**config.mk**
```make
export PLATFORM = sky130hd
export DESIGN_NAME = rmq_div_step
export DESIGN_NICKNAME = d
export VERILOG_FILES = /design/src/rtl/rmq_pkg.sv /design/src/rtl/rmq_div_step.sv
export SDC_FILE = /design/constraint.sdc
export NUM_CORES = 1
export LEC_CHECK = 0
export ABC_AREA = 1
export BUFFER_PORTS_ARGS = -buffer_cell sky130_fd_sc_hd__buf_2
export CAP_MARGIN = 5
export CORE_MARGIN = 4
export CORE_UTILIZATION = 42
export DETAILED_ROUTE_END_ITERATION = 8
export PLACE_DENSITY = 0.9
export SLEW_MARGIN = 20
export SYNTH_ARGS = -nofsm -noshare
export SYNTH_HDL_FRONTEND = slang
export SYNTH_SLANG_ARGS = --single-unit
```
**constraint.sdc**
```tcl
create_clock -name vclk -period 1.5
set_input_delay 0.075 -clock vclk [all_inputs]
set_output_delay 0.075 -clock vclk [all_outputs]
set_load 0.02 [all_outputs]
```
**src/rtl/rmq_pkg.sv**
```systemverilog
// Shared constants and types for the rotation-matrix-to-quaternion pipeline.
// Fixed-point format, lane indexes and the stage payload structs.
// No dependencies.
package rmq_pkg;

    localparam int FRAC_BITS  = 30;
    localparam int MAG_W      = 31;
    localparam int SQRT_STEPS = 32;
    localparam int DIV_STEPS  = MAG_W;

    localparam logic signed [35:0] ONE_FX    = 36'sd1 <<< FRAC_BITS;
    localparam logic signed [35:0] TRACE_MIN =
        36'((ONE_FX + 36'sd50000000) / 36'sd100000000);
    localparam logic [MAG_W-1:0]   MAG_MAX   = '1;

    localparam logic [1:0] LANE_W = 2'd0;
    localparam logic [1:0] LANE_X = 2'd1;
    localparam logic [1:0] LANE_Y = 2'd2;
    localparam logic [1:0] LANE_Z = 2'd3;

    typedef struct packed {
        logic [31:0] x;
        logic [31:0] y;
        logic [31:0] z;
    } trans_t;

    typedef struct packed {
        logic [63:0] v;
        logic [63:0] r;
    } sqrt_t;

    typedef struct packed {
        logic [32:0]      rem;
        logic [MAG_W-1:0] low;
        logic [MAG_W-1:0] q;
    } div_lane_t;

    typedef struct packed {
        logic [1:0]        qlane;
        logic              degen;
        logic [3:0][33:0]  num;
        trans_t            trans;
    } front_side_t;

    typedef struct packed {
        logic [32:0]      divisor;
        logic [MAG_W-1:0] quarter;
        logic [3:0]       ovf;
        logic [3:0]       neg;
        logic [1:0]       qlane;
        logic             degen;
        trans_t           trans;
    } div1_side_t;

    typedef struct packed {
        logic [3:0][MAG_W-1:0] mag;
        logic [3:0]            neg;
        logic                  degen;
        trans_t                trans;
    } mag_side_t;

    typedef struct packed {
        logic [32:0] divisor;
        logic [3:0]  neg;
        logic        degen;
        trans_t      trans;
    } div2_side_t;

    typedef struct packed {
        logic [3:0][31:0] quat;
        trans_t           trans;
        logic             degen;
    } result_t;

endpackage

```
**src/rtl/rmq_div_step.sv**
```systemverilog
// One restoring-division step: one quotient bit per call.
// Depends on rmq_pkg.
module rmq_div_step (
    input  rmq_pkg::div_lane_t lane_in,
    input  logic [32:0]        divisor,
    output rmq_pkg::div_lane_t lane_out
);
    import rmq_pkg::*;

    logic [33:0] shifted;
    logic [33:0] diff;
    logic        take;

    always_comb begin
        shifted      = {lane_in.rem, lane_in.low[MAG_W-1]};
        diff         = shifted - {1'b0, divisor};
        take         = shifted >= {1'b0, divisor};
        lane_out.rem = take ? diff[32:0] : shifted[32:0];
        lane_out.low = {lane_in.low[MAG_W-2:0], 1'b0};
        lane_out.q   = {lane_in.q[MAG_W-2:0], take};
    end

endmodule

```
==> summary.md <==
| Metric | Value |
|---|---|
| Outcome | finished, violations left |
| Failing checks | setup timing |
| Post-synth top cells | nand2_1 (287), inv_1 (151), buf_4 (62) |
| TNS Setup | -17,880 ps |
| Wire length of the first global-routing pass | between 20,000 and 25,000 um |
| Ports | 223 |
| Crit path kind | input pin to primary output |
| Most numerous cell in the Yosys netlist | nand2_1 |
| Syn nets | about 900 |
| Seq/Total Area, Yosys | 0% |
| Setup crit end kind | primary output |
| Total power | between 0.003 and 0.004 W |
| Die area | roughly 11,000 sq um |
| Nets | around 1,100 |
| HP Class | input pin to primary output |
| Via density | 5.66 |
| VDD IR-drop max | 0.329 mV |
| Initial core utilization | about 43% |
| CLK BUF | 0 |
| Dpl hpwl | around 10000 um |
| CP most frequent cell | nand2_1 |
| Share of cells above drive strength 1 | between 50% and 60% |
| Drt total wl | 18,300 um |
| FF+latch count | 0 |
| Worst endpoint required time | 1420 ps |
| Max-Cap Viols | 0 |
| Distinct cells, synth | 29 |
| Vias in the first global route | 4,864 |
| Slew Viols, Final | 0 |
| FILL cells | 512 |
| Overall via count from detail_route | 5,636 |
| Critical path fanouts, max | 3 |
| Cell Pwr Density | approximately 530 nW/um^2 |
| Place WS | -539 ps |
| 1st-pass router iterations | 5 |
| LEAKAGE | 3.67 nW |
| Crit path cell chain | buf_2 -> inv_1 -> ha_4 -> buf_4 -> nand2_1 -> nand2_1 -> nand2_1 -> nand2_1 -> a21oi_2 -> nand2_2 -> nand2_4 -> nand3b_1 -> nand3_4 -> nand2_4 -> buf_6 |
| N_diodes | 0 |
| Detailed Route Iter0 Violations | 471 |
| Synthesized cell area | 3790 sq um |
| Dominant cell type by area after synthesis | nand2_1 |
| Syn Inst Count | 742 |
| CP max stage delay | 270 ps |
| Core area | a little under 9000 sq um |
| Achievable Freq | 475 MHz |
| Layout area overhead | 79.5% |
| Startpoint class of the critical path | input pin |
| Final setup fails | 34 |
| Total grt overflow | 0 |
| Mean Syn Cell Area | a little over 5 sq um |
| Launch point of the worst hold path | lane_in[15] |
| Setup WS post-layout | -605 ps |
| Remaining DRCs | 0 |
| Minimum clock period | 2100 ps |
| RSZ-0062 raised after global routing | yes |
| Worst path bufs/invs | 4 |
| Synth top area share | 28.4% |
| Placer congestion estimate | about 1.0 |
| Pin count of the biggest net entering global routing | 18 |
| Wire per inst | 18.4 um |
| Final ANT Viol Nets | 0 |
| Cell family with most CP delay | simple AND/OR/NAND/NOR gates |
| Area of the multi-input gates | 4150 sq um |
| DIE HEIGHT | 103 um |
| Hold Vio Cnt, Final | 0 |
| Total track usage | 24.8% |
| Fin cells | ~1,000 |
| Synth Warn # | 0 |
| Chip Width | 103 um |
| Largest cells by area after synthesis | nand2_1 (28%), inv_1 (15%), buf_4 (12%), ha_1 (11%), nand3_1 (7.3%) |
| CP arrival | 2030 ps |
| # rows | 34 |
| Initial antenna violation count | 0 |
| Worst hold margin | between 150 and 200 ps |
| Register Area | 0 sq um |
| Input/output buffers | between 100 and 150 |
| DP Cell Count | 967 |
| Slowest-stage cell, CP | ha_4 |
| Crit path from | divisor[6] |
| Period utilization | 140% |
cells in the final DEF (no fill, tap or decap), types with 16 or more instances in the layout:
| master | instances |
|---|---|
| buf_2 | 46 |
| buf_4 | 103 |
| buf_6 | 56 |
| ha_4 | 33 |
| inv_1 | 119 |
| inv_2 | 33 |
| nand2_1 | 162 |
| nand2_2 | 83 |
| nand2_4 | 49 |
| nand3_1 | 29 |
| nand3_2 | 21 |
| nand3_4 | 20 |
| nor2_1 | 16 |
repair_timing:
item                                    CTS  global route
gates cloned                              3             2
endpoints found under the hold margin     0             0
resized for setup                       166           181
pin swaps                                25            79
hold buffers                              0             0
setup buffers                            11            14
endpoints found under the setup margin   34            34
cell type report:
cell class / instances / share of cell area [%]
multi-input combinational: 511 / 61.0
timing repair buffer: 218 / 27.9
inverter: 159 / 9.17
tap: 108 / 1.98
report_power, final:
| group | switching (W) | leakage [nW] | internal, W |
|---|---|---|---|
| sequential | 0 | 0 | 0 |
| combinational | 0.00197 | 3.67 | 0.00161 |
| clock | 0 | 0 | 0 |
path summary, 6_finish.rpt:
check | end | cells after the start | slack [ps]
setup / recovery | lane_out[91] | 15 | -600
hold / removal | lane_out[16] | 0 | 150
metrics by stage:
step | utilization (%) | cell area, sq um
final | 77.7 | 6810
after global routing | 77.7 | 6810
after CTS | 68.3 | 5980
after detailed placement | 59.9 | 5250
after global placement | 59.9 | 5250
after floorplan | - | 4510
logic make-up (layout without fill, tap and decap cells):
logic type | count (synthesis) | count (layout) | synth area share, %
AO/OA/AOI/OAI | 24 | 24 | 3.30
XOR/XNOR | 14 | 14 | 3.23
adder cells (fa/ha/maj) | 34 | 34 | 11.4
buffers and inverters | 231 | 377 | 30.1
other | 1 | 1 | 0.0989
AND/OR/NAND/NOR | 438 | 438 | 51.9
per-layer routing:
layer	vias up	track usage, %	part of all wire, %	wire length (um)
li1	2458	-	-	-
met1	2523	30.8	34	6220
met2	481	44.4	46	8470
met3	174	2.17	11	2100
met4	0	8.86	8.4	1540
met5	-	0	0	0
No activity file was read; power rests on OpenSTA's default activity.
