$ cat src/rtl/rmq_pkg.sv
// Shared constants and types for the rotation-matrix-to-quaternion pipeline.
// Fixed-point format, lane indexes and the stage payload structs.
// No dependencies.
package rmq_pkg;

    localparam int FRAC_BITS  = 30;
    localparam int MAG_W      = 31;
    localparam int SQRT_STEPS = 32;
    localparam int DIV_STEPS  = MAG_W;

    localparam logic signed [35:0] ONE_FX    = 36'sd1 <<< FRAC_BITS;
    localparam logic signed [35:0] TRACE_MIN =
        36'((ONE_FX + 36'sd50000000) / 36'sd100000000);
    localparam logic [MAG_W-1:0]   MAG_MAX   = '1;

    localparam logic [1:0] LANE_W = 2'd0;
    localparam logic [1:0] LANE_X = 2'd1;
    localparam logic [1:0] LANE_Y = 2'd2;
    localparam logic [1:0] LANE_Z = 2'd3;

    typedef struct packed {
        logic [31:0] x;
        logic [31:0] y;
        logic [31:0] z;
    } trans_t;

    typedef struct packed {
        logic [63:0] v;
        logic [63:0] r;
    } sqrt_t;

    typedef struct packed {
        logic [32:0]      rem;
        logic [MAG_W-1:0] low;
        logic [MAG_W-1:0] q;
    } div_lane_t;

    typedef struct packed {
        logic [1:0]        qlane;
        logic              degen;
        logic [3:0][33:0]  num;
        trans_t            trans;
    } front_side_t;

    typedef struct packed {
        logic [32:0]      divisor;
        logic [MAG_W-1:0] quarter;
        logic [3:0]       ovf;
        logic [3:0]       neg;
        logic [1:0]       qlane;
        logic             degen;
        trans_t           trans;
    } div1_side_t;

    typedef struct packed {
        logic [3:0][MAG_W-1:0] mag;
        logic [3:0]            neg;
        logic                  degen;
        trans_t                trans;
    } mag_side_t;

    typedef struct packed {
        logic [32:0] divisor;
        logic [3:0]  neg;
        logic        degen;
        trans_t      trans;
    } div2_side_t;

    typedef struct packed {
        logic [3:0][31:0] quat;
        trans_t           trans;
        logic             degen;
    } result_t;

endpackage

$ cat src/rtl/rmq_sqrt_step.sv
// One iteration of the bit-pair integer square root (64-bit radicand).
// Depends on rmq_pkg.
module rmq_sqrt_step (
    input  logic [4:0]     step_idx,
    input  rmq_pkg::sqrt_t stage_in,
    output rmq_pkg::sqrt_t stage_out
);
    import rmq_pkg::*;

    logic [63:0] bit_val;
    logic [63:0] trial;

    always_comb begin
        bit_val = 64'd1 << {5'(5'd31 - step_idx), 1'b0};
        trial   = stage_in.r + bit_val;
        if (stage_in.v >= trial) begin
            stage_out.v = stage_in.v - trial;
            stage_out.r = (stage_in.r >> 1) + bit_val;
        end else begin
            stage_out.v = stage_in.v;
            stage_out.r = stage_in.r >> 1;
        end
    end

endmodule

$ cat config.mk
export PLATFORM = sky130hd
export DESIGN_NAME = rmq_sqrt_step
export DESIGN_NICKNAME = d
export VERILOG_FILES = /design/src/rtl/rmq_pkg.sv /design/src/rtl/rmq_sqrt_step.sv
export SDC_FILE = /design/constraint.sdc
export NUM_CORES = 1
export LEC_CHECK = 0
export BUFFER_PORTS_ARGS = -buffer_cell sky130_fd_sc_hd__buf_2
export CAP_MARGIN = 40
export CORE_ASPECT_RATIO = 1.5
export CORE_MARGIN = 10
export CORE_UTILIZATION = 52
export DETAILED_ROUTE_END_ITERATION = 12
export PLACE_DENSITY_LB_ADDON = 0.08
export RECOVER_POWER = 50
export SLEW_MARGIN = 20
export SYNTH_ARGS = -nofsm -noshare
export SYNTH_HDL_FRONTEND = slang
export SYNTH_SLANG_ARGS = --single-unit
$ cat constraint.sdc
create_clock -name vclk -period 4.7
set_clock_uncertainty 0.1 [all_clocks]
set_input_delay 0 -clock vclk [all_inputs]
set_output_delay 0 -clock vclk [all_outputs]
set_load 0.01 [all_outputs]
==> key figures <==
Power and ir drop
  • Switch share: 53.5%
  • VDD IR-drop max: ~0.13 mV
  • Sequential power share: 0%
  • P_int: between 1 and 1.5 mW
  • Share of total power in combinational logic: between 90% and 100%
  • Static Leak: between 8 and 9 nW
  • Switching power: 1.35 mW
  • Clk network pwr share: 0%
  • Total power: 2.53 mW
  • Power per cell area: 144 mW/mm²

Placed design
  • Post-place instance area: ~0.016 mm²
  • Placer Congestion: ~1.0
  • DP HPWL: between 40 and 50 mm
  • Pre-CTS setup slack: -1.17 ns
  • IO Port Bufs: 261

Timing
  • Worst-margin pin slew: roughly 0.9 ns
  • Upper clock frequency limit: approximately 0.17 GHz
  • Hold Fails Final Rpt: 0
  • Relative slew slack: 41.1%
  • Setup-failing EPs final: between 100 and 150
  • Final Cycle Share: 125%
  • Pins Over Slew Limit: 0
  • Worst Slack Setup Final: -1.19 ns
  • Tmin final: 5.89 ns
  • RSZ-0062 raised after global routing: yes

Worst setup path
  • Most common cell on crit path: buf_4
  • Category of the most critical setup path: in -> out
  • Setup crit end kind: primary output
  • Worst Path Required: 4.60 ns
  • Crit. path cell count: 30
  • Slowest cell on the critical path: o21ai_0
  • WP data arrival: ~5.8 ns
  • Bufs and invs on worst path: 12
  • Crit Path Max Fanout: 10
  • Worst setup SP type: input pin
  • Critical Path Max Stage Delay: around 0.7 ns
  • Worst path top cell family by delay: compound AO/OA/AOI/OAI gates

Status
  • Status: finished, violations left
  • Failing checks: negative setup slack

Die
  • Site Rows: 63
  • Die area: between 0.02 and 0.03 mm²
  • Core footprint: between 0.015 and 0.02 mm²
  • Chip width: ~140 µm
  • Initial Util: a little over half
  • I/O pin total: 261
  • Die Span Y: 194 µm

Synthesis
  • Mean Syn Cell Area: about 6.4 µm²
  • Synth area leader: ha_1
  • Syn Nets: roughly 1900
  • Synth unique cells: 87
  • Synthesis Warnings: 0
  • Synth top area share: between 10% and 20%
  • Netlist Area Pre-Place: 0.0105 mm²
  • Largest cells by area after synthesis: ha_1, nand2_1, xor2_1
  • Top-count cell post-synth: nand2_1
  • Cells after Synth: 1651
  • Synth cell count leaders: nand2_1, o21ai_0, nor2_1
  • Sequential share of the synthesized area: 0%

Cells and area
  • Clkbuf count: 0
  • Area Growth Syn to Fin: 67.0%
  • Register Area: 0 µm²
  • Fraction of layout cells with a size suffix above 1: ~44%
  • Nets: 2635
  • Fin area: 0.0176 mm²
  • Seq cells: 0

Min path
  • Hold-critical path depth: 4
  • Hold WC Path Type: in -> out

Route
  • Total Wirelength: around 60 mm
  • Drt pass-1 iters: 8
  • Vias per cell: between 6 and 7
  • Final ANT Viol Nets: 0
  • Vias: roughly 17000
  • Post-route DRC: 0
  • Wire per inst: around 23 µm
  • Initial drt markers: 1585

Global route
  • GR Layer Usage met3: 6.46%
  • Grt total ovfl: 0
  • Vias in the first global route: 17000
  • GRT Overall Usage: between 30% and 40%
  • Largest net degree at the start of global routing: 31
  • Met1 Track Usage GR: between 30% and 40%
  • GR peak layer: met2
  • First-pass GRT wire length: 83.0 mm
  • M2 GR Usage: around 69%
  • Initial antenna violation count: 3

Job
  • Max capacitance violation total: 0
==> what timing repair did <==
item / CTS / global route
gates resized for setup: 165 / 152
hold buffers: 0 / 0
gates cloned: 10 / 6
endpoints found under the setup margin: 128 / 128
pin swaps: 79 / 73
buffers inserted: 43 / 20
==> tightest hold or removal path: stages <==
cell      delay, ns
buf_2          0.10
a211oi_2       0.06
nand3_2        0.06
buf_6          0.09
==> power groups by stage <==
stage / clock (mW) / combinational, mW / sequential [mW]
2_1_floorplan: 0 / 1.09 / 0
3_3_place_gp: 0 / 1.99 / 0
3_5_place_dp: 0 / 2.03 / 0
4_1_cts: 0 / 2.26 / 0
5_1_grt: 0 / 2.66 / 0
6_report: 0.0000000522 / 2.53 / 0
==> per-stage QoR <==
stage	setup TNS (ns)	hold slack, ns	utilization (%)	instances
6_report	-127.82	0.221	88.4	2635
5_1_grt	-148.37	0.239	88.3	2633
4_1_cts	-80.22	0.208	84.4	2616
3_5_place_dp	-135.00	0.203	78.7	2566
3_3_place_gp	-118.94	0.201	78.7	2566
2_1_floorplan	-0.00166	-0.0199	-	1651
==> final cells by class <==
cell class,instances,area (µm²)
antenna,2,5.00
fill,1065,2310
inverter,42,158
multi-input combinational,1534,11200
tap,260,325
timing repair buffer,797,5830
==> kinds of logic (layout without fill, tap and decap cells) <==
kind of cell             after synthesis  count (layout)  synth area share [%]
XOR/XNOR                             177             177                  14.7
other                                  0               2                     0
AO/OA/AOI/OAI                        575             575                  34.7
adder cells (fa/ha/maj)              128             128                  15.3
multiplexers                           9               9                 0.940
buffers and inverters                117             839                  5.21
AND/OR/NAND/NOR                      645             645                  29.1
==> path summary, 6_finish.rpt <==
check,startpoint,end,slack [ns]
setup / recovery,step_idx[3],stage_out[72],-1.19
hold / removal,stage_in[121],stage_out[121],0.22
==> layer usage <==
layer / vias to the layer above / share of wire, % / wire length (µm)
met5: - / 0.020 / 12
met4: 2 / 12 / 7010
met3: 608 / 10 / 6040
met2: 1447 / 48 / 28600
met1: 7831 / 31 / 18500
li1: 7539 / - / -
==> layout by cell type (no fill, tap or decap), types with 26 or more instances in the layout <==
cell,netlist,layout
a21o_1,36,35
a21oi_1,129,103
a21oi_2,1,26
a31oi_1,61,55
buf_2,15,246
buf_4,14,493
buf_6,5,35
ha_1,126,110
inv_1,42,42
nand2_1,250,222
nand3_1,35,30
nand4_1,43,43
nor2_1,151,121
o21ai_0,165,85
o21ai_1,15,72
o21bai_1,33,33
xnor2_1,82,75
xor2_1,95,92
(Power assumes the default switching activity.)
