`config.mk`:
```
export PLATFORM = sky130hd
export DESIGN_NAME = rmq_out_buf
export DESIGN_NICKNAME = d
export VERILOG_FILES = /design/src/rtl/rmq_pkg.sv /design/src/rtl/rmq_out_buf.sv
export SDC_FILE = /design/constraint.sdc
export NUM_CORES = 1
export LEC_CHECK = 0
export ABC_AREA = 1
export ABC_CLOCK_PERIOD_IN_PS = 21900
export BUFFER_PORTS_ARGS = -buffer_cell sky130_fd_sc_hd__buf_2
export CAP_MARGIN = 20
export CORE_UTILIZATION = 49
export CTS_BUF_LIST = sky130_fd_sc_hd__clkbuf_2 sky130_fd_sc_hd__clkbuf_4 sky130_fd_sc_hd__clkbuf_8
export DETAILED_ROUTE_END_ITERATION = 10
export GPL_TIMING_DRIVEN = 0
export PLACE_DENSITY_LB_ADDON = 0.2
export SLEW_MARGIN = 20
export SYNTH_ARGS = -nofsm -noshare
export SYNTH_HDL_FRONTEND = slang
export SYNTH_SLANG_ARGS = --single-unit
export TNS_END_PERCENT = 10
```
`constraint.sdc`:
```
create_clock -name aclk -period 21.9 [get_ports aclk]
set_input_delay 0 -clock aclk [delete_from_list [all_inputs] [get_ports aclk]]
set_output_delay 0 -clock aclk [all_outputs]
set_load 0.005 [all_outputs]
```
`src/rtl/rmq_pkg.sv`:
```
// Shared constants and types for the rotation-matrix-to-quaternion pipeline.
// Fixed-point format, lane indexes and the stage payload structs.
// No dependencies.
package rmq_pkg;

    localparam int FRAC_BITS  = 30;
    localparam int MAG_W      = 31;
    localparam int SQRT_STEPS = 32;
    localparam int DIV_STEPS  = MAG_W;

    localparam logic signed [35:0] ONE_FX    = 36'sd1 <<< FRAC_BITS;
    localparam logic signed [35:0] TRACE_MIN =
        36'((ONE_FX + 36'sd50000000) / 36'sd100000000);
    localparam logic [MAG_W-1:0]   MAG_MAX   = '1;

    localparam logic [1:0] LANE_W = 2'd0;
    localparam logic [1:0] LANE_X = 2'd1;
    localparam logic [1:0] LANE_Y = 2'd2;
    localparam logic [1:0] LANE_Z = 2'd3;

    typedef struct packed {
        logic [31:0] x;
        logic [31:0] y;
        logic [31:0] z;
    } trans_t;

    typedef struct packed {
        logic [63:0] v;
        logic [63:0] r;
    } sqrt_t;

    typedef struct packed {
        logic [32:0]      rem;
        logic [MAG_W-1:0] low;
        logic [MAG_W-1:0] q;
    } div_lane_t;

    typedef struct packed {
        logic [1:0]        qlane;
        logic              degen;
        logic [3:0][33:0]  num;
        trans_t            trans;
    } front_side_t;

    typedef struct packed {
        logic [32:0]      divisor;
        logic [MAG_W-1:0] quarter;
        logic [3:0]       ovf;
        logic [3:0]       neg;
        logic [1:0]       qlane;
        logic             degen;
        trans_t           trans;
    } div1_side_t;

    typedef struct packed {
        logic [3:0][MAG_W-1:0] mag;
        logic [3:0]            neg;
        logic                  degen;
        trans_t                trans;
    } mag_side_t;

    typedef struct packed {
        logic [32:0] divisor;
        logic [3:0]  neg;
        logic        degen;
        trans_t      trans;
    } div2_side_t;

    typedef struct packed {
        logic [3:0][31:0] quat;
        trans_t           trans;
        logic             degen;
    } result_t;

endpackage

```
`src/rtl/rmq_out_buf.sv`:
```
// Output register plus one skid entry; decouples pipeline advance from m_ready.
// Depends on rmq_pkg.
module rmq_out_buf (
    input  logic             aclk,
    input  logic             aresetn,
    input  logic             in_valid,
    input  rmq_pkg::result_t in_data,
    output logic             in_ready,
    output logic             out_valid,
    output rmq_pkg::result_t out_data,
    input  logic             out_ready
);
    import rmq_pkg::*;

    logic    out_v_reg;
    logic    skid_v_reg;
    result_t out_data_reg;
    result_t skid_data_reg;

    assign in_ready  = !skid_v_reg;
    assign out_valid = out_v_reg;
    assign out_data  = out_data_reg;

    always_ff @(posedge aclk) begin
        if (!aresetn) begin
            out_v_reg  <= 1'b0;
            skid_v_reg <= 1'b0;
        end else if (!out_v_reg || out_ready) begin
            if (skid_v_reg) begin
                out_v_reg  <= 1'b1;
                skid_v_reg <= 1'b0;
            end else begin
                out_v_reg <= in_valid;
            end
        end else if (in_valid && !skid_v_reg) begin
            skid_v_reg <= 1'b1;
        end
    end

    always_ff @(posedge aclk) begin
        if (!out_v_reg || out_ready) begin
            out_data_reg <= skid_v_reg ? skid_data_reg : in_data;
        end else if (in_valid && !skid_v_reg) begin
            skid_data_reg <= in_data;
        end
    end

endmodule

```
==> flow_summary.yaml, run 1 <==
hold_path:
  min_path_type: "primary input to register"
  worstHoldStart: "in_data[193]"
  whs_path_depth: 2
  holdPathEnd: "skid_data_reg[193]"
cells_and_area:
  areaGrowthSynthToFinish_pct: 41.47
  register_area_um2: 13550
  nFillCells: 2152
  final_cells: 2454
  drive_above_1_share: 0.3148
  nNetsFinal: 2188
  multi_input_area_um2: 2590
pwr:
  power_frac_seq: 0.541
  peakVddDrop_mv: 0.05939
  leakage_nw: 10.17
  p_switching_uw: 416.8
  p_per_area_nw_per_um2: 80.93
  clockPowerShare: 0.371
  internal_power_mw: 1.469
  comb_power_share: 0.088
  switching_share: 0.2211
cts:
  post_cts_buffers: 0
  cts.clk_slew.worst_paths_ns: 0.06
  ctsResizeCount: 0
  cts.sinks: 452
  htreeDepth: 3
  cts_tree: "built"
  cts_buffers: 73
  worstSkewPairLatency_ns: 0.61
  cts_root_buf: "clkbuf_8"
  cts_buffer_depth: 3
sta:
  maxSlewViolCount: 0
  fmax_mhz: 391.5
  hold_viol: 0
  period_share: 0.1166
  rsz0062_at_grt: "false"
  skew_ns: 0.02237
  finalSetupViolations: 0
  tightest_slew_ns: 0.6182
  period_minus_slack_ns: 2.554
  holdWs_ns: 0.1112
  slew_headroom: 0.5869
grt:
  grt_usage: 0.2544
  grt_pass1_vias: 12310
  grt_pass1_wl_um: 65170
  antenna_found_initial: 1
  grt-ovfl-total: 0
  grt_max_degree: 92
floorplan:
  dieHeight_um: 185.3
  rows: 66
  fp.dieW_um: 185.3
  core_area_um2: 32780
  io_pins: 456
  initial_core_util: 0.5023
  dieArea_um2: 34340
setup_path:
  worstPathCellList: "nand2_8, nor2_4, buf_12, buf_12, buf_16, buf_16"
  crit_required_ns: 22.20
  r2r_slack_ns: 19.35
  crit_fanout: 50
  critPathCaptureType: "register"
  arrival_ns: 2.86
  critPathLaunchType: "register"
  r2r_cells: 6
  critical_path.max_stage_delay_ns: 0.60
  crit_slowest_cell: "nor2_4"
  crit_type: "register to register"
  r2r-end: "skid_data_reg[179]"
  r2r_start: "out_valid"
route:
  top_layer: "met4"
  wl_met3_um: 4523
  num_vias: 11680
  ant_nets: 0
  drt-initial-drc-count: 581
  wl_met2_um: 21580
  firstDrtPassIters: 7
  m1WireLength_um: 15830
  drc: 0
  vias_per_cell: 4.759
  wirelength_um: 43360
  wl_per_cell_um: 17.67
place:
  dp_hpwl_um: 27070
  portBuffers: 455
  dp.cells: 2096
  gp_congestion: 0.7661
yosys:
  yosys_warnings: 0
  yosys-top-cells-count: "nand2_1 (678), edfxtp_1 (450), buf_2 (23)"
  yosys_register_bits: 452
  synth_cells: 1187
  synth_nets: 1416
  synth_edf_count: 450
  synth-main-ff-cell: "edfxtp_1"
  synth_top_area_share: 0.8206
  synthArstFlopShare: 0
  synth_area_um2: 16470
  synthMostInstantiatedCell: "nand2_1"
  synth_area_leaders: "edfxtp_1 (82%), nand2_1 (15%), buf_2 (0.70%)"
  seq_area_frac_synth: 0.8230
  syn_area_per_cell_um2: 13.87
  synth_top_area_cell: "edfxtp_1"
  ys_types: 12
run_status:
  status: "finished, final reports clean"
flow_run:
  cap_violations: 0
per-layer routing:
metal	track usage	vias up
li1	-	5591
met1	0.2826	5515
met2	0.4312	481
met3	0.09575	91
met4	0.1193	0
met5	0	-
cells in the final DEF (no fill, tap or decap):
master / count
nand2_1: 677
buf_2: 478
edfxtp_1: 450
dlygate4sd3_1: 230
clkbuf_8: 77
clkbuf_4: 33
buf_4: 13
buf_6: 10
clkinv_1: 10
buf_16: 6
buf_12: 6
clkinv_2: 5
clkbuf_1: 4
nor2_1: 2
clkinvlp_4: 2
dfxtp_1: 2
diode_2: 1
inv_1: 1
nand2_8: 1
inv_2: 1
nor2_4: 1
o21ai_0: 1
nand3_1: 1
through the flow:
stage	instance area [um^2]	total power, mW	util	setup TNS [ns]	worst slack, ns
finish	23300	1.885	0.7106	0	19.35
global route	23300	1.952	0.7106	0	19.22
CTS	23290	1.894	0.7105	0	19.33
detailed placement	19610	1.166	0.5980	0	19.36
global placement	19300	1.170	0.5887	-1022.13	-4.572
floorplan	16470	1.088	-	0	8.303
how the worst max path moves through the flow:
| stage | from | to | slack, ns | cells past startpoint |
|---|---|---|---|---|
| after floorplan | out_valid | skid_data_reg[0] | 8.30 | 2 |
| after global placement | out_valid | skid_data_reg[107] | -4.57 | 2 |
| after detailed placement | out_valid | skid_data_reg[170] | 19.36 | 6 |
| after CTS | out_valid | skid_data_reg[166] | 19.33 | 6 |
| after global routing | out_valid | skid_data_reg[168] | 19.22 | 6 |
| final | out_valid | skid_data_reg[179] | 19.35 | 6 |
kinds of logic after synthesis:
group                  count (synthesis)  synth area share
AOI/OAI and AO/OA                      1         0.0003036
buffers and inverters                 52           0.02112
and+or+nand+nor                      682            0.1555
DFF                                  452            0.8230
worst max-delay path, delay by kind of cell, from the launching register on:
family | cells | cell delay [ns]
buf+inv | 4 | 0.86
flops | 1 | 0.45
simple gates | 2 | 0.90
layout make-up:
cell class,count,share of cell area
Sequential cell,452,0.5818
Timing Repair Buffer,697,0.2088
Multi-Input combinational cell,683,0.1112
Clock buffer,110,0.05613
Tap cell,442,0.02374
Buffer,50,0.01461
Clock inverter,17,0.003330
Inverter,2,0.0003223
Antenna cell,1,0.0001074
power by group through the flow:
stage	Clock [mW]	Sequential [mW]	Combinational, mW
finish	0.700	1.02	0.165
global route	0.747	1.02	0.181
CTS	0.711	1.02	0.163
detailed placement	0	1.04	0.129
global placement	0	1.05	0.121
floorplan	0	1.05	0.0374
repair_timing:
item	in CTS	in global routing
hold buffers	230	0
setup endpoints to repair	0	0
endpoints found under the hold margin	463	0
No activity file was read; power rests on OpenSTA's default activity.
==> run 2, diff against run 1 <==
--- a/config.mk
+++ b/config.mk
@@ -6,7 +6,7 @@
 export NUM_CORES = 1
 export LEC_CHECK = 0
 export ABC_AREA = 1
-export ABC_CLOCK_PERIOD_IN_PS = 21900
+export ABC_CLOCK_PERIOD_IN_PS = 2250
 export BUFFER_PORTS_ARGS = -buffer_cell sky130_fd_sc_hd__buf_2
 export CAP_MARGIN = 20
 export CORE_UTILIZATION = 49
==> constraint.sdc (replaced) <==
create_clock -name aclk -period 2.25 [get_ports aclk]
set_input_delay 0 -clock aclk [delete_from_list [all_inputs] [get_ports aclk]]
set_output_delay 0 -clock aclk [all_outputs]
set_load 0.005 [all_outputs]
==> run 2 against run 1 <==
Compared with the run above: critical path depth is 1 higher; sequential share of layout area is 0.29 points lower; power grew to 9.8 times the previous value; worst hold slack worse by 0.034 ns; largest cell class unchanged; sequential power grew to 9.7 times the previous value; combinational power grew to 9.9 times the previous value; highest routed layer unchanged; utilization is 0.37 points higher; routed wire length is 2.7% higher; largest power group unchanged; die area stayed put; register-to-register slack worse by 19 ns; setup slack worse by 19 ns.
==> flow_summary.yaml, run 2 (synthesis gave the netlist of run 1 again) <==
floorplan:
  rows: 66
  dieArea_um2: 34340
  io_pins: 456
  initial_core_util: 0.5023
  fp.dieW_um: 185.3
  dieHeight_um: 185.3
  core_area_um2: 32780
grt:
  grt_pass1_vias: 12440
  grt-ovfl-total: 0
  grt_max_degree: 86
  grt_usage: 0.2579
  antenna_found_initial: 2
  grt_pass1_wl_um: 66020
cells_and_area:
  final_area_um2: 23420
  areaGrowthSynthToFinish_pct: 42.21
  drive_above_1_share: 0.3127
  nNetsFinal: 2195
  layout_common_cells: "nand2_1 (677), buf_2 (478), edfxtp_1 (450)"
  fin_util: 0.7143
  layout_commonest_cell: "nand2_1"
route:
  firstDrtPassIters: 5
  drc: 0
  ant_nets: 0
  wl_per_cell_um: 18.04
  drt-initial-drc-count: 762
  wirelength_um: 44540
  vias_per_cell: 4.829
  num_vias: 11920
setup_path:
  r2r_start: "out_valid"
  crit_path_start: "out_valid"
  r2r_slack_ns: 0.10
  crit_required_ns: 2.55
  arrival_ns: 2.44
  endpoint: "skid_data_reg[95]"
  crit_fanout: 21
  r2r-end: "skid_data_reg[95]"
  crit_type: "register to register"
  critPathLaunchType: "register"
  r2r_cells: 7
  critPathCaptureType: "register"
place:
  dpl-instance-area_um2: 19620
  dp_hpwl_um: 27130
  dp_slack_ns: -0.5792
  gp_congestion: 0.7753
  portBuffers: 455
sta:
  period_minus_slack_ns: 2.145
  finalSetupViolations: 0
  skew_ns: 0.01912
  tightest_slew_ns: 0.5212
  fin_ws_ns: 0.1048
  maxSlewViolCount: 0
  fmax_mhz: 466.2
  period_share: 0.9534
  rsz0062_at_grt: "false"
  slew_headroom: 0.6525
  hold_viol: 0
cts:
  cts_buffer_depth: 3
  cts_tree: "built"
  cts_root_buf: "clkbuf_8"
  cts.clk_slew.worst_paths_ns: 0.06
  cts_buffers: 75
  worstSkewPairLatency_ns: 0.61
  htreeDepth: 3
  cts.sinks: 452
run_status:
  status: "finished, final reports clean"
pwr:
  p_per_area_nw_per_um2: 786.8
  leakage_nw: 10.23
  peakVddDrop_mv: 0.6866
flow_run:
  cap_violations: 0
hold_path:
  min_path_type: "primary input to register"
## run 2: cell types whose count changed in the layout (fill, tap and decap cells not counted), moves of 2 or more
cell       previous run  this run
clkbuf_4             33        25
inv_6                 0         2
bufbuf_16             0         2
clkinv_1             10        24
nand2_4               0         2
## run 2: power breakdown
group,leakage (nW),switching (mW),total (mW),internal (mW)
combinational,5.10,0.830,1.64,0.809
clock,0.731,3.25,6.85,3.60
sequential,4.40,0.128,9.94,9.81
## run 2: how the worst min path moves through the flow
stage / from / to / slack, ns / cells after the start
2_1_floorplan: in_data[0] / skid_data_reg[0] / 0.1 / 0
3_3_place_gp: in_data[55] / skid_data_reg[55] / 0.19 / 1
3_5_place_dp: in_data[189] / skid_data_reg[189] / 0.19 / 1
4_1_cts: in_data[66] / skid_data_reg[66] / 0.06 / 2
5_1_grt: out_ready / out_data[212] / 0.07 / 3
6_report: out_ready / out_data[215] / 0.08 / 3
## run 2: timing repair
action | CTS | global route
hold buffers | 230 | 0
endpoints found under the hold margin | 496 | 0
endpoints found under the setup margin | 200 | 20
resized for setup | 0 | 0
setup buffers | 1 | 0
pin swaps | 2 | 0
gates cloned | 3 | 1
## run 2: stage by stage
step                      setup TNS (ns)  total power [mW]  std cells  hold WS, ns
final                                  0             18.43       2468      0.07725
after CTS                              0             18.47       2465      0.06160
after detailed placement          -62.86             11.35       2096       0.1920
after global placement          -1158.29             11.30       2084       0.1902
after floorplan                  -651.84             10.54       1187      0.09887
after global routing                   0             19.07       2468      0.06700
## run 2: per-layer routing
metal	share of wire	track usage	vias up	wire length, um
li1	-	-	5610	-
met4	0.029	0.1193	0	1304
met3	0.10	0.09202	88	4551
met1	0.36	0.2858	5690	16240
met2	0.50	0.4424	529	22440
met5	0	0	-	0
## run 2: area by class of cell
class	instances	area, um^2
Fill cell	2108	9366
Timing Repair Buffer	700	4945
Tap cell	442	553.0
Clock buffer	102	1247
Clock inverter	33	150.1
Inverter	2	7.507
Sequential cell	452	13560
Buffer	50	340.3
Antenna cell	2	5.005
Multi-Input combinational cell	685	2613
## run 2: worst max-delay path: stages, from the launching register on
cell and delay, ns:
dfxtp_4 0.43, nand2_8 0.15, buf_16 0.24, nor2_4 0.22, buf_16 0.20, buf_12 0.20, buf_16 0.18, buf_16 0.17
